<file path="src/fqsa_pkg.sv">
`timescale 1ns / 1ps

package fqsa_pkg;

  // Queue geometry
  localparam int DEPTH  = 16;
  localparam int IDX_W  = $clog2(DEPTH);
  localparam int CNT_W  = $clog2(DEPTH + 1);
  localparam int DATA_W = 32;
  localparam int SUM_W  = DATA_W + $clog2(DEPTH);

  // Mean divider: quotient bits retired per cycle and resulting cycle count
  localparam int DIV_BITS = 4;
  localparam int DIV_ITER = (SUM_W + DIV_BITS - 1) / DIV_BITS;
  localparam int DIV_W    = DIV_ITER * DIV_BITS;
  localparam int ITER_W   = $clog2(DIV_ITER);

  typedef enum logic [1:0] {
    OP_ENQ = 2'd0,
    OP_DEQ = 2'd1,
    OP_CLR = 2'd2,
    OP_QRY = 2'd3
  } op_e;

  typedef enum logic [1:0] {
    STS_DONE  = 2'd0,
    STS_FULL  = 2'd1,
    STS_EMPTY = 2'd2
  } status_e;

  typedef enum logic [4:0] {
    ST_IDLE  = 5'b00001,
    ST_RD    = 5'b00010,
    ST_START = 5'b00100,
    ST_DIV   = 5'b01000,
    ST_HOLD  = 5'b10000
  } state_e;

  // Ring pointer advance with wrap at DEPTH
  function automatic logic [IDX_W-1:0] next_idx(input logic [IDX_W-1:0] idx);
    logic [IDX_W-1:0] nxt;
    if (idx == IDX_W'(DEPTH - 1)) begin
      nxt = '0;
    end else begin
      nxt = idx + 1'b1;
    end
    return nxt;
  endfunction

endpackage

</file>
<file path="src/fqsa_ram.sv">
`timescale 1ns / 1ps

module fqsa_ram #(
  parameter int WIDTH = 32,
  parameter int DEPTH = 16
) (
  input  logic                     clk_i,
  input  logic                     we_i,
  input  logic [$clog2(DEPTH)-1:0] waddr_i,
  input  logic [WIDTH-1:0]         wdata_i,
  input  logic                     re_i,
  input  logic [$clog2(DEPTH)-1:0] raddr_i,
  output logic [WIDTH-1:0]         rdata_o
);

  logic [WIDTH-1:0] mem_q [DEPTH];
  logic [WIDTH-1:0] rdata_q;

  always_ff @(posedge clk_i) begin
    if (we_i) begin
      mem_q[waddr_i] <= wdata_i;
    end
    if (re_i) begin
      rdata_q <= mem_q[raddr_i];
    end
  end

  assign rdata_o = rdata_q;

endmodule

</file>
<file path="src/fqsa_div.sv">
`timescale 1ns / 1ps

module fqsa_div (
  input  logic                              clk_i,
  input  logic                              rst_ni,
  input  logic                              start_i,
  input  logic signed [fqsa_pkg::SUM_W-1:0] dividend_i,
  input  logic [fqsa_pkg::CNT_W-1:0]        divisor_i,
  output logic                              done_o,
  output logic signed [fqsa_pkg::DATA_W-1:0] quotient_o
);

  import fqsa_pkg::*;

  logic              busy_q;
  logic              done_q;
  logic [ITER_W-1:0] iter_q;
  logic [DIV_W-1:0]  quo_q, quo_d;
  logic [CNT_W-1:0]  rem_q, rem_d;
  logic [CNT_W-1:0]  den_q;
  logic              neg_q;
  logic              zero_q;
  logic [SUM_W-1:0]  mag;
  logic [CNT_W:0]    trial;
  logic [DATA_W-1:0] q_mag;

  // magnitude of the dividend; the most negative sum still fits unsigned
  assign mag = dividend_i[SUM_W-1] ? SUM_W'(-dividend_i) : dividend_i;

  // restoring steps, DIV_BITS quotient bits per cycle
  always_comb begin
    rem_d = rem_q;
    quo_d = quo_q;
    trial = '0;
    for (int i = 0; i < DIV_BITS; i++) begin
      trial = {rem_d, quo_d[DIV_W-1]};
      quo_d = {quo_d[DIV_W-2:0], 1'b0};
      if (trial >= {1'b0, den_q}) begin
        rem_d    = CNT_W'(trial - {1'b0, den_q});
        quo_d[0] = 1'b1;
      end else begin
        rem_d = trial[CNT_W-1:0];
      end
    end
  end

  always_ff @(posedge clk_i or negedge rst_ni) begin
    if (!rst_ni) begin
      busy_q <= 1'b0;
      done_q <= 1'b0;
      iter_q <= '0;
    end else begin
      done_q <= 1'b0;
      if (start_i) begin
        busy_q <= 1'b1;
        iter_q <= '0;
      end else if (busy_q) begin
        iter_q <= iter_q + 1'b1;
        if (iter_q == ITER_W'(DIV_ITER - 1)) begin
          busy_q <= 1'b0;
          done_q <= 1'b1;
        end
      end
    end
  end

  always_ff @(posedge clk_i) begin
    if (start_i) begin
      quo_q  <= DIV_W'(mag);
      rem_q  <= '0;
      den_q  <= divisor_i;
      neg_q  <= dividend_i[SUM_W-1];
      zero_q <= (divisor_i == '0);
    end else if (busy_q) begin
      quo_q <= quo_d;
      rem_q <= rem_d;
    end
  end

  assign q_mag      = quo_q[DATA_W-1:0];
  assign quotient_o = zero_q ? '0 : (neg_q ? -q_mag : q_mag);
  assign done_o     = done_q;

endmodule

</file>
<file path="src/fifo_queue_with_sum_average.sv">
`timescale 1ns / 1ps

// FIFO queue of signed 32-bit values (16 entries) with running sum and mean.
// Each input transfer carries one operation: enqueue, dequeue, clear or query.
// Every operation yields exactly one result transfer reporting the dequeued
// value (zero unless a dequeue succeeded), a status (done, full, empty), the
// occupancy, the running sum of held entries, the mean truncated toward zero
// (zero when empty) and the empty/full flags. An enqueue to a full queue is
// dropped with status full; a dequeue from an empty queue is refused with
// status empty. Entries live in a single-port-write, registered-read RAM; the
// sum and count are registers updated as entries come and go, so no walk of
// the store is ever needed. Timing: one operation at a time. An operation
// runs from input transfer through ST_START and ST_DIV to the load of the
// output register, via ST_HOLD while that register cannot take it; a
// successful dequeue first passes ST_RD for the RAM read. In ST_DIV the mean
// divider retires 4 quotient bits per cycle over the 36-bit sum. Input stall
// is high from the accepting edge until the result is handed to the output
// register; a result waiting on output stall does not block the next
// operation from starting, only the one after it from finishing.
module fifo_queue_with_sum_average (
  input  logic                                clk_i,
  input  logic                                rst_ni,
  input  logic                                in_valid_i,
  output logic                                in_stall_o,
  input  logic [1:0]                          operation_i,
  input  logic signed [fqsa_pkg::DATA_W-1:0]  value_i,
  output logic                                out_valid_o,
  input  logic                                out_stall_i,
  output logic signed [fqsa_pkg::DATA_W-1:0]  dequeued_o,
  output logic [1:0]                          status_o,
  output logic [fqsa_pkg::CNT_W-1:0]          occupancy_o,
  output logic signed [fqsa_pkg::SUM_W-1:0]   total_o,
  output logic signed [fqsa_pkg::DATA_W-1:0]  mean_o,
  output logic                                is_empty_o,
  output logic                                is_full_o
);

  import fqsa_pkg::*;

  state_e                   state_q, state_d;
  logic [IDX_W-1:0]         front_q, front_d;
  logic [IDX_W-1:0]         rear_q, rear_d;
  logic [CNT_W-1:0]         cnt_q, cnt_d;
  logic signed [SUM_W-1:0]  sum_q, sum_d;
  status_e                  sts_q, sts_d;
  logic [DATA_W-1:0]        deq_q, deq_d;

  // output register
  logic                     out_valid_q;
  logic [DATA_W-1:0]        out_deq_q;
  status_e                  out_sts_q;
  logic [CNT_W-1:0]         out_cnt_q;
  logic signed [SUM_W-1:0]  out_sum_q;
  logic signed [DATA_W-1:0] out_mean_q;

  op_e                      op;
  logic                     in_xfer;
  logic                     out_xfer;
  logic                     out_free;
  logic                     out_load;
  logic                     full;
  logic                     empty;
  logic                     ram_we;
  logic                     ram_re;
  logic [DATA_W-1:0]        ram_rdata;
  logic                     div_start;
  logic                     div_done;
  logic signed [DATA_W-1:0] div_quo;

  assign op         = op_e'(operation_i);
  assign in_stall_o = (state_q != ST_IDLE);
  assign in_xfer    = in_valid_i && !in_stall_o;
  assign out_xfer   = out_valid_q && !out_stall_i;
  assign out_free   = !out_valid_q || !out_stall_i;

  assign full  = (cnt_q == CNT_W'(DEPTH));
  assign empty = (cnt_q == '0);

  // Enqueue writes at the tail on the accepting edge; a dequeue reads the
  // head on the same edge and consumes the data in ST_RD. Only one operation
  // is in flight, so a write and a read of the same entry never overlap.
  assign ram_we = in_xfer && (op == OP_ENQ) && !full;
  assign ram_re = in_xfer && (op == OP_DEQ) && !empty;

  fqsa_ram #(
    .WIDTH (DATA_W),
    .DEPTH (DEPTH)
  ) u_ram (
    .clk_i   (clk_i),
    .we_i    (ram_we),
    .waddr_i (rear_q),
    .wdata_i (value_i),
    .re_i    (ram_re),
    .raddr_i (front_q),
    .rdata_o (ram_rdata)
  );

  // mean = sum / count, started once the queue state has settled
  assign div_start = (state_q == ST_START);

  fqsa_div u_div (
    .clk_i      (clk_i),
    .rst_ni     (rst_ni),
    .start_i    (div_start),
    .dividend_i (sum_q),
    .divisor_i  (cnt_q),
    .done_o     (div_done),
    .quotient_o (div_quo)
  );

  assign out_load = ((state_q == ST_DIV && div_done) || state_q == ST_HOLD) && out_free;

  always_comb begin
    state_d = state_q;
    front_d = front_q;
    rear_d  = rear_q;
    cnt_d   = cnt_q;
    sum_d   = sum_q;
    sts_d   = sts_q;
    deq_d   = deq_q;
    case (state_q)
      ST_IDLE: begin
        if (in_valid_i) begin
          sts_d   = STS_DONE;
          deq_d   = '0;
          state_d = ST_START;
          case (op)
            OP_ENQ: begin
              if (full) begin
                sts_d = STS_FULL;
              end else begin
                rear_d = next_idx(rear_q);
                cnt_d  = cnt_q + 1'b1;
                sum_d  = sum_q + SUM_W'(value_i);
              end
            end
            OP_DEQ: begin
              if (empty) begin
                sts_d = STS_EMPTY;
              end else begin
                state_d = ST_RD;
              end
            end
            OP_CLR: begin
              front_d = '0;
              rear_d  = '0;
              cnt_d   = '0;
              sum_d   = '0;
            end
            default: begin
              // query: state untouched
            end
          endcase
        end
      end
      ST_RD: begin
        deq_d   = ram_rdata;
        sum_d   = sum_q - SUM_W'($signed(ram_rdata));
        front_d = next_idx(front_q);
        cnt_d   = cnt_q - 1'b1;
        state_d = ST_START;
      end
      ST_START: begin
        state_d = ST_DIV;
      end
      ST_DIV: begin
        if (div_done) begin
          state_d = out_free ? ST_IDLE : ST_HOLD;
        end
      end
      ST_HOLD: begin
        if (out_free) begin
          state_d = ST_IDLE;
        end
      end
      default: begin
        state_d = ST_IDLE;
      end
    endcase
  end

  always_ff @(posedge clk_i or negedge rst_ni) begin
    if (!rst_ni) begin
      state_q     <= ST_IDLE;
      front_q     <= '0;
      rear_q      <= '0;
      cnt_q       <= '0;
      sum_q       <= '0;
      sts_q       <= STS_DONE;
      deq_q       <= '0;
      out_valid_q <= 1'b0;
    end else begin
      state_q <= state_d;
      front_q <= front_d;
      rear_q  <= rear_d;
      cnt_q   <= cnt_d;
      sum_q   <= sum_d;
      sts_q   <= sts_d;
      deq_q   <= deq_d;
      if (out_load) begin
        out_valid_q <= 1'b1;
      end else if (out_xfer) begin
        out_valid_q <= 1'b0;
      end
    end
  end

  always_ff @(posedge clk_i) begin
    if (out_load) begin
      out_deq_q  <= deq_q;
      out_sts_q  <= sts_q;
      out_cnt_q  <= cnt_q;
      out_sum_q  <= sum_q;
      out_mean_q <= div_quo;
    end
  end

  assign out_valid_o = out_valid_q;
  assign dequeued_o  = out_deq_q;
  assign status_o    = out_sts_q;
  assign occupancy_o = out_cnt_q;
  assign total_o     = out_sum_q;
  assign mean_o      = out_mean_q;
  assign is_empty_o  = (out_cnt_q == '0);
  assign is_full_o   = (out_cnt_q == CNT_W'(DEPTH));

`ifndef SYNTH
  // occupancy never passes the depth
  a_cnt_bound: assert property (@(posedge clk_i) disable iff (!rst_ni)
    cnt_q <= CNT_W'(DEPTH))
    else $error("occupancy above depth");

  // an empty queue holds a zero sum
  a_sum_empty: assert property (@(posedge clk_i) disable iff (!rst_ni)
    (cnt_q == '0) |-> (sum_q == '0))
    else $error("nonzero sum with empty queue");

  // tail pointer stays front plus count, modulo depth
  a_ring: assert property (@(posedge clk_i) disable iff (!rst_ni)
    (({1'b0, front_q} + cnt_q) % (CNT_W + 1)'(DEPTH)) == (CNT_W + 1)'(rear_q))
    else $error("ring pointers out of step");

  // a dequeue of a held entry goes through the RAM read cycle
  a_deq_read: assert property (@(posedge clk_i) disable iff (!rst_ni)
    (in_xfer && op == OP_DEQ && !empty) |=> (state_q == ST_RD))
    else $error("dequeue skipped RAM read");

  // divider completes only while the sequencer waits for it
  a_div_done: assert property (@(posedge clk_i) disable iff (!rst_ni)
    div_done |-> (state_q == ST_DIV))
    else $error("divider done outside wait state");
`endif

endmodule

</file>
<file path="config.mk">
export PLATFORM = sky130hd
export DESIGN_NAME = fifo_queue_with_sum_average
export DESIGN_NICKNAME = d
export VERILOG_FILES = /design/src/fqsa_pkg.sv /design/src/fqsa_ram.sv /design/src/fqsa_div.sv /design/src/fifo_queue_with_sum_average.sv
export SDC_FILE = /design/constraint.sdc
export NUM_CORES = 1
export LEC_CHECK = 0
export BUFFER_PORTS_ARGS = -buffer_cell sky130_fd_sc_hd__buf_2
export CORE_MARGIN = 5
export CORE_UTILIZATION = 40
export DETAILED_ROUTE_END_ITERATION = 10
export GPL_ROUTABILITY_DRIVEN = 0
export PLACE_DENSITY = 0.67
export RECOVER_POWER = 50
export SLEW_MARGIN = 20
export SYNTH_ARGS = -nofsm -noshare
export SYNTH_HDL_FRONTEND = slang
export SYNTH_SLANG_ARGS = --single-unit
</file>
<file path="constraint.sdc">
create_clock -name clk_i -period 14.5 [get_ports clk_i]
set_input_delay 4.35 -clock clk_i [delete_from_list [all_inputs] [get_ports clk_i]]
set_output_delay 4.35 -clock clk_i [all_outputs]
set_load 0.01 [all_outputs]
</file>
# Word level (Yosys, flattened, before mapping)
# Memory sizes are Yosys's and may differ from the RTL's. A register that Yosys moved wholly into a read port is not among the register bits.
# Cells that the tools add are included.
# Widths: inputs -> output; s select.
[totals]
register_bits = 250
latch_bits = 0
ramBits = 512
mem_bits_ro = 0
input_bits = 38
out_inout_bits = 111
word_cells = 138
n_memories = 1
[mem_list]
columns = ["name", "words", "word_bits", "rd", "rd_ports_with_merged_regs", "write_ports", "line", "source"]
rows = [
  ["u_ram.mem_q", 16, 32, 1, 1, 1, "fqsa_ram.sv:16", "logic [WIDTH-1:0] mem_q [DEPTH];"],
]
[op_classes]
addsub = 13
n_mul = 0
div = 0
n_lt_le_gt_ge = 4
eq_ne = 20
shifts = 0
n_mux = 51
bitwise_logic = 0
n_reduce_logical = 28
[ops]
columns = ["op", "n"]
rows = [
  ["$mux 36", 5],
  ["$pmux 36 s2", 2],
  ["$mux 32", 2],
  ["$pmux 32 s2", 1],
  ["$mux 5", 10],
  ["$add 36x32->36", 1],
  ["$neg 36->36", 1],
  ["$sub 36x32->36", 1],
  ["$neg 32->32", 1],
  ["$mux 4", 7],
  ["$pmux 5 s5", 1],
  ["$ge 6x5->1", 4],
  ["$pmux 5 s2", 2],
  ["$sub 5x5->5", 4],
  ["$pmux 4 s2", 2],
  ["$eq 5x5->1 const B", 3],
  ["$mux 1", 15],
  ["$add 4x1->4 const B", 3],
  ["$eq 4x4->1 const B", 3],
  ["$logic_not 5->1", 2],
  ["$logic_and 1x1->1", 8],
  ["$reduce_and 4->1", 2],
  ["$reduce_bool 2->1", 4],
  ["$mux 3", 2],
  ["20 further kinds", 30],
]

# Logic depth before layout (Yosys ltp)
[logic_depth]
ltp_word = 10
mapped_depth = 32
mapped_depth_nobuf = 32

# Hierarchy
# Synthesis repeated with hierarchy kept, for this count alone.
[hier_totals]
cells_unflattened = 2468
area_unflattened_um2 = 36138.4
[modules_own_cells]
columns = ["mod", "n_inst", "cells_each", "area_per_inst_um2", "seq_area_each_um2"]
rows = [
  ["fqsa_ram", 1, 838, 20155.6, 16335.7],
  ["fifo_queue_with_sum_average", 1, 1125, 11382.2, 5441.5],
  ["fqsa_div", 1, 505, 4600.7, 1541.5],
]

# Worst setup path before layout
# No wires, ideal clock.
[synth_timing]
path_type = "input -> register"
from = "input port out_stall_i"
to = "register out_deq_q[0], in the netlist dequeued_o[0], enable pin"
setup_ps = 609
t_arrival_ps = 9531
required_ps = 13891
setup_slack_ps = 4360
path_stages = 1
n_path_buf = 0
path_cell_list = "a21oi_1"
[synth_between]
elab_chain_len = 3
[synth_lines]
columns = ["item", "line", "source"]
rows = [
  ["start: declaration", "fifo_queue_with_sum_average.sv:28", "input logic out_stall_i,"],
  ["$logic_not 1->1", "fifo_queue_with_sum_average.sv:74", "assign out_free = !out_valid_q || !out_stall_i;"],
  ["$logic_or 1x1->1", "fifo_queue_with_sum_average.sv:74", ""],
  ["$logic_and 1x1->1", "fifo_queue_with_sum_average.sv:111", "assign out_load = ((state_q == ST_DIV && div_done) || state_q == ST_HOLD) && out_free;"],
  ["end signal: assignment", "fifo_queue_with_sum_average.sv:210", "out_deq_q <= deq_q;"],
  ["end: declaration", "fifo_queue_with_sum_average.sv:50", "logic [DATA_W-1:0] out_deq_q;"],
]
# Every way passes these cells.
# A chain may end at the register's enable or synchronous reset.

# Worst setup path in the final report
[layout_timing]
from = "input port in_valid_i"
to = "memory u_ram.mem_q[9][17], enable pin"
[layout_between]
elab_chain_len = 5
[layout_lines]
columns = ["item", "line", "source"]
rows = [
  ["start: declaration", "fifo_queue_with_sum_average.sv:23", "input logic in_valid_i,"],
  ["$logic_and 1x1->1", "fifo_queue_with_sum_average.sv:72", "assign in_xfer = in_valid_i && !in_stall_o;"],
  ["$logic_and 1x1->1 (2 in series)", "fifo_queue_with_sum_average.sv:82", "assign ram_we = in_xfer && (op == OP_ENQ) && !full;"],
  ["$mux 1", "fqsa_ram.sv:20", "if (we_i) begin"],
  ["$mux 1 (implied by the code)", "fqsa_ram.sv:21", "mem_q[waddr_i] <= wdata_i;"],
  ["end: declaration", "fqsa_ram.sv:16", ""],
]
# Every way passes these cells.

==> impl_metrics.csv <==
group,metric,value,unit
global_route,grt_pass1_vias,22380,
setup_path,path_max_fanout,44,
setup_path,cp.required,14760,ps
sta,setup_violations,0,
final_layout,area_growth,13.99,%
worst_hold_path,min_path_type,"flop to flop",
final_layout,final_cell_mix,"edfxtp_1, o21ai_0, nand2_1, nor2_1, mux2i_1",
synth,ys_ff_latch,794,
route,drc,0,
sta,period_needed,8319,ps
clock_tree,cts-root-buf,"clkbuf_16",
placement,numPortBuffers,148,
synth,synth_edf_count,694,
route,firstDrtPassIters,8,
synth,syn_avg_cell_area,13.98,µm²
clock_tree,cts_tree,"built",
outcome,violations,"capacitance limit, slew limit",
final_layout,final_common_cell,"edfxtp_1",
floorplan,die_w,308.8,µm
power_and_ir_drop,power.leakage,14.44,nW
route,totalWireLength,93.35,mm
worst_hold_path,hold_depth,0,
sta,tightest_slew,4137,ps
synth,ys_types,71,
route,drt_iter0_drc,2340,
outcome,outcome,"finished, violations left",
power_and_ir_drop,ir_drop,0.2835,mV
global_route,gr-total-overflow,0,
clock_tree,post_cts_buffers,0,
clock_tree,clock_sinks,794,
sta,rsz0062_at_grt,"no",
final_layout,final_nets,2859,
floorplan,start_util,40.35,%
job,cap_violations,10,
synth,syn-cell-area,35720,µm²
floorplan,design.die.area,95370,µm²
final_layout,finish.utilization,46.00,%
clock_tree,cts-htree-levels,3,
global_route,track_usage,19.15,%
floorplan,ioPinCount,149,
clock_tree,ctsHoldBuffers,0,
clock_tree,clk_latency,660,ps
setup_path,critPathLaunchType,"input pin",
clock_tree,cts_buffers,84,
sta,relSlewSlack,-175.8,%
final_layout,drive_gt1_share,14.28,%
synth,syn-num-nets,2701,
sta,finalCritPeriodShare,57.37,%
sta,fin_skew,51.81,ps
sta,hold_ws,440.0,ps
sta,drv_slew,481,
clock_tree,path_clk_slew,60,ps
power_and_ir_drop,power_density,205.8,nW/µm²
clock_tree,cts.path.max_buffers,3,
global_route,grt_pass1_wl,138.9,mm
floorplan,rows,109,
setup_path,criticalPathCategory,"input pin to flop",
route,wl_per_cell,23.64,µm
global_route,grt_max_degree,94,
route,ant_nets,0,
synth,synth_flop_cell,"edfxtp_1",
synth,ys_seq_area_share,65.29,%
synth,netlist_instances,2555,
synth,yosys_warnings,0,
sta,fmax,0.1202,GHz
global_route,antenna_found_initial,7,
clock_tree,cts-resized-gates,0,
synth,async_reset_ff_share,11.96,%
route,routed_via_density,5.740,
setup_path,rr_worst_depth,32,
placement,dp_hpwl,59.31,mm
setup_path,cp-end-kind,"flop",
sta,finalHoldViolations,0,
route,vias,22670,
setup_path,worstPathArrival,8580,ps
floorplan,dieHeight,308.8,µm
floorplan,core_area,88510,µm²
sta,fin_setup_tns,0,ps
==> metrics by stage <==
step / power, W / std cells / cell area (µm²) / worst slack, ps
after detailed placement: 0.006045 / 3791 / 37840 / 6139
final: 0.008381 / 3949 / 40720 / 6182
after CTS: 0.008349 / 3945 / 40830 / 6328
after global placement: 0.005886 / 3791 / 37840 / 6192
after floorplan: 0.005210 / 2555 / 35720 / 4360
after global routing: 0.008847 / 3946 / 40710 / 5560
==> kinds of logic (layout without fill, tap and decap cells) <==
family,after synthesis,after routing,share of synthesized area [%]
buffers and inverters,191,417,2.007
DFF,794,794,65.29
muxes,216,216,8.397
other,0,3,0
adders and majority gates,108,108,3.909
xor gates and xnor gates,126,126,3.090
and+or+nand+nor,546,546,7.157
AOI/OAI and AO/OA,574,574,10.15
==> worst paths after layout <==
path	start	to	slack, ps
worst min-delay path	deq_q[19]	dequeued_o[19]	440
worst max register to register	u_div.quo_q[35]	u_div.rem_q[0]	6350
worst max-delay path	in_valid_i	u_ram.mem_q[9][17]	6180
max in group asynchronous	rst_ni	front_q[3]	8070
worst min register to register	deq_q[19]	dequeued_o[19]	440
min in group asynchronous	rst_ni	u_div.busy_q	4460
==> synth_stat cells (all sizes together), types with 19 or more instances <==
| library cell | n | area (µm²) |
|---|---|---|
| edfxtp | 694 | 20840 |
| o21ai | 204 | 1021 |
| nand2 | 182 | 683.2 |
| nor2 | 154 | 578.1 |
| mux2i | 123 | 1231 |
| a21oi | 120 | 600.6 |
| ha | 102 | 1276 |
| dfrtp | 94 | 2352 |
| xor2 | 88 | 770.7 |
| clkbuf | 86 | 322.8 |
| inv | 81 | 304.0 |
| mux4 | 64 | 1441 |
| nand3 | 64 | 320.3 |
| a221oi | 51 | 446.7 |
| a22oi | 38 | 285.3 |
| xnor2 | 38 | 332.8 |
| o31ai | 33 | 252.7 |
| a21o | 31 | 232.7 |
| mux2 | 29 | 326.6 |
| buf | 23 | 86.33 |
| nor3 | 19 | 95.09 |
| or3 | 19 | 133.9 |
==> per-layer routing <==
layer,up-vias,wire length [µm],global-route usage [%]
li1,10140,-,-
met1,11350,38840,26.62
met2,982,43720,30.92
met3,191,8170,4.039
met4,4,2583,5.336
met5,-,31,0
==> worst max-delay path, cell delays in order <==
cell	delay [ps]
clkbuf_1	220
nand2_1	1060
nand2_1	520
o21ai_4	90
buf_4	300
nor2_1	680
nand2_1	230
nor2_1	200
and2_2	880
==> power breakdown <==
part | internal [W] | total (W) | switching, W
clock network | 0.00138 | 0.00229 | 0.000904
registers | 0.00281 | 0.00319 | 0.000388
logic | 0.00123 | 0.00290 | 0.00167
total | 0.00542 | 0.00838 | 0.00296
==> flip-flops by register name, summed over array words and instances, names as in the netlist, 2 cells and up <==
signal / flops
u_ram.rdata_o: 32
front_q: 4
u_ram.mem_q: 512
status_o: 2
dequeued_o: 32
occupancy_o: 5
rear_q: 4
u_div.iter_q: 4
deq_q: 32
sts_q: 2
u_div.rem_q: 5
sum_q: 36
mean_o: 32
total_o: 36
cnt_q: 5
u_div.den_q: 5
state_q: 5
u_div.quo_q: 36
==> final cells by class <==
| cell class | count | area, µm² |
|---|---|---|
| fill | 7726 | 47800 |
| sequential | 794 | 23320 |
| multi-input combinational | 1570 | 11720 |
| clock buffer | 105 | 2295 |
| tap | 1165 | 1458 |
| timing repair buffer | 181 | 913.4 |
| clock inverter | 49 | 689.4 |
| inverter | 82 | 307.8 |
| antenna | 3 | 7.507 |
No activity file was read; power rests on OpenSTA's default activity.
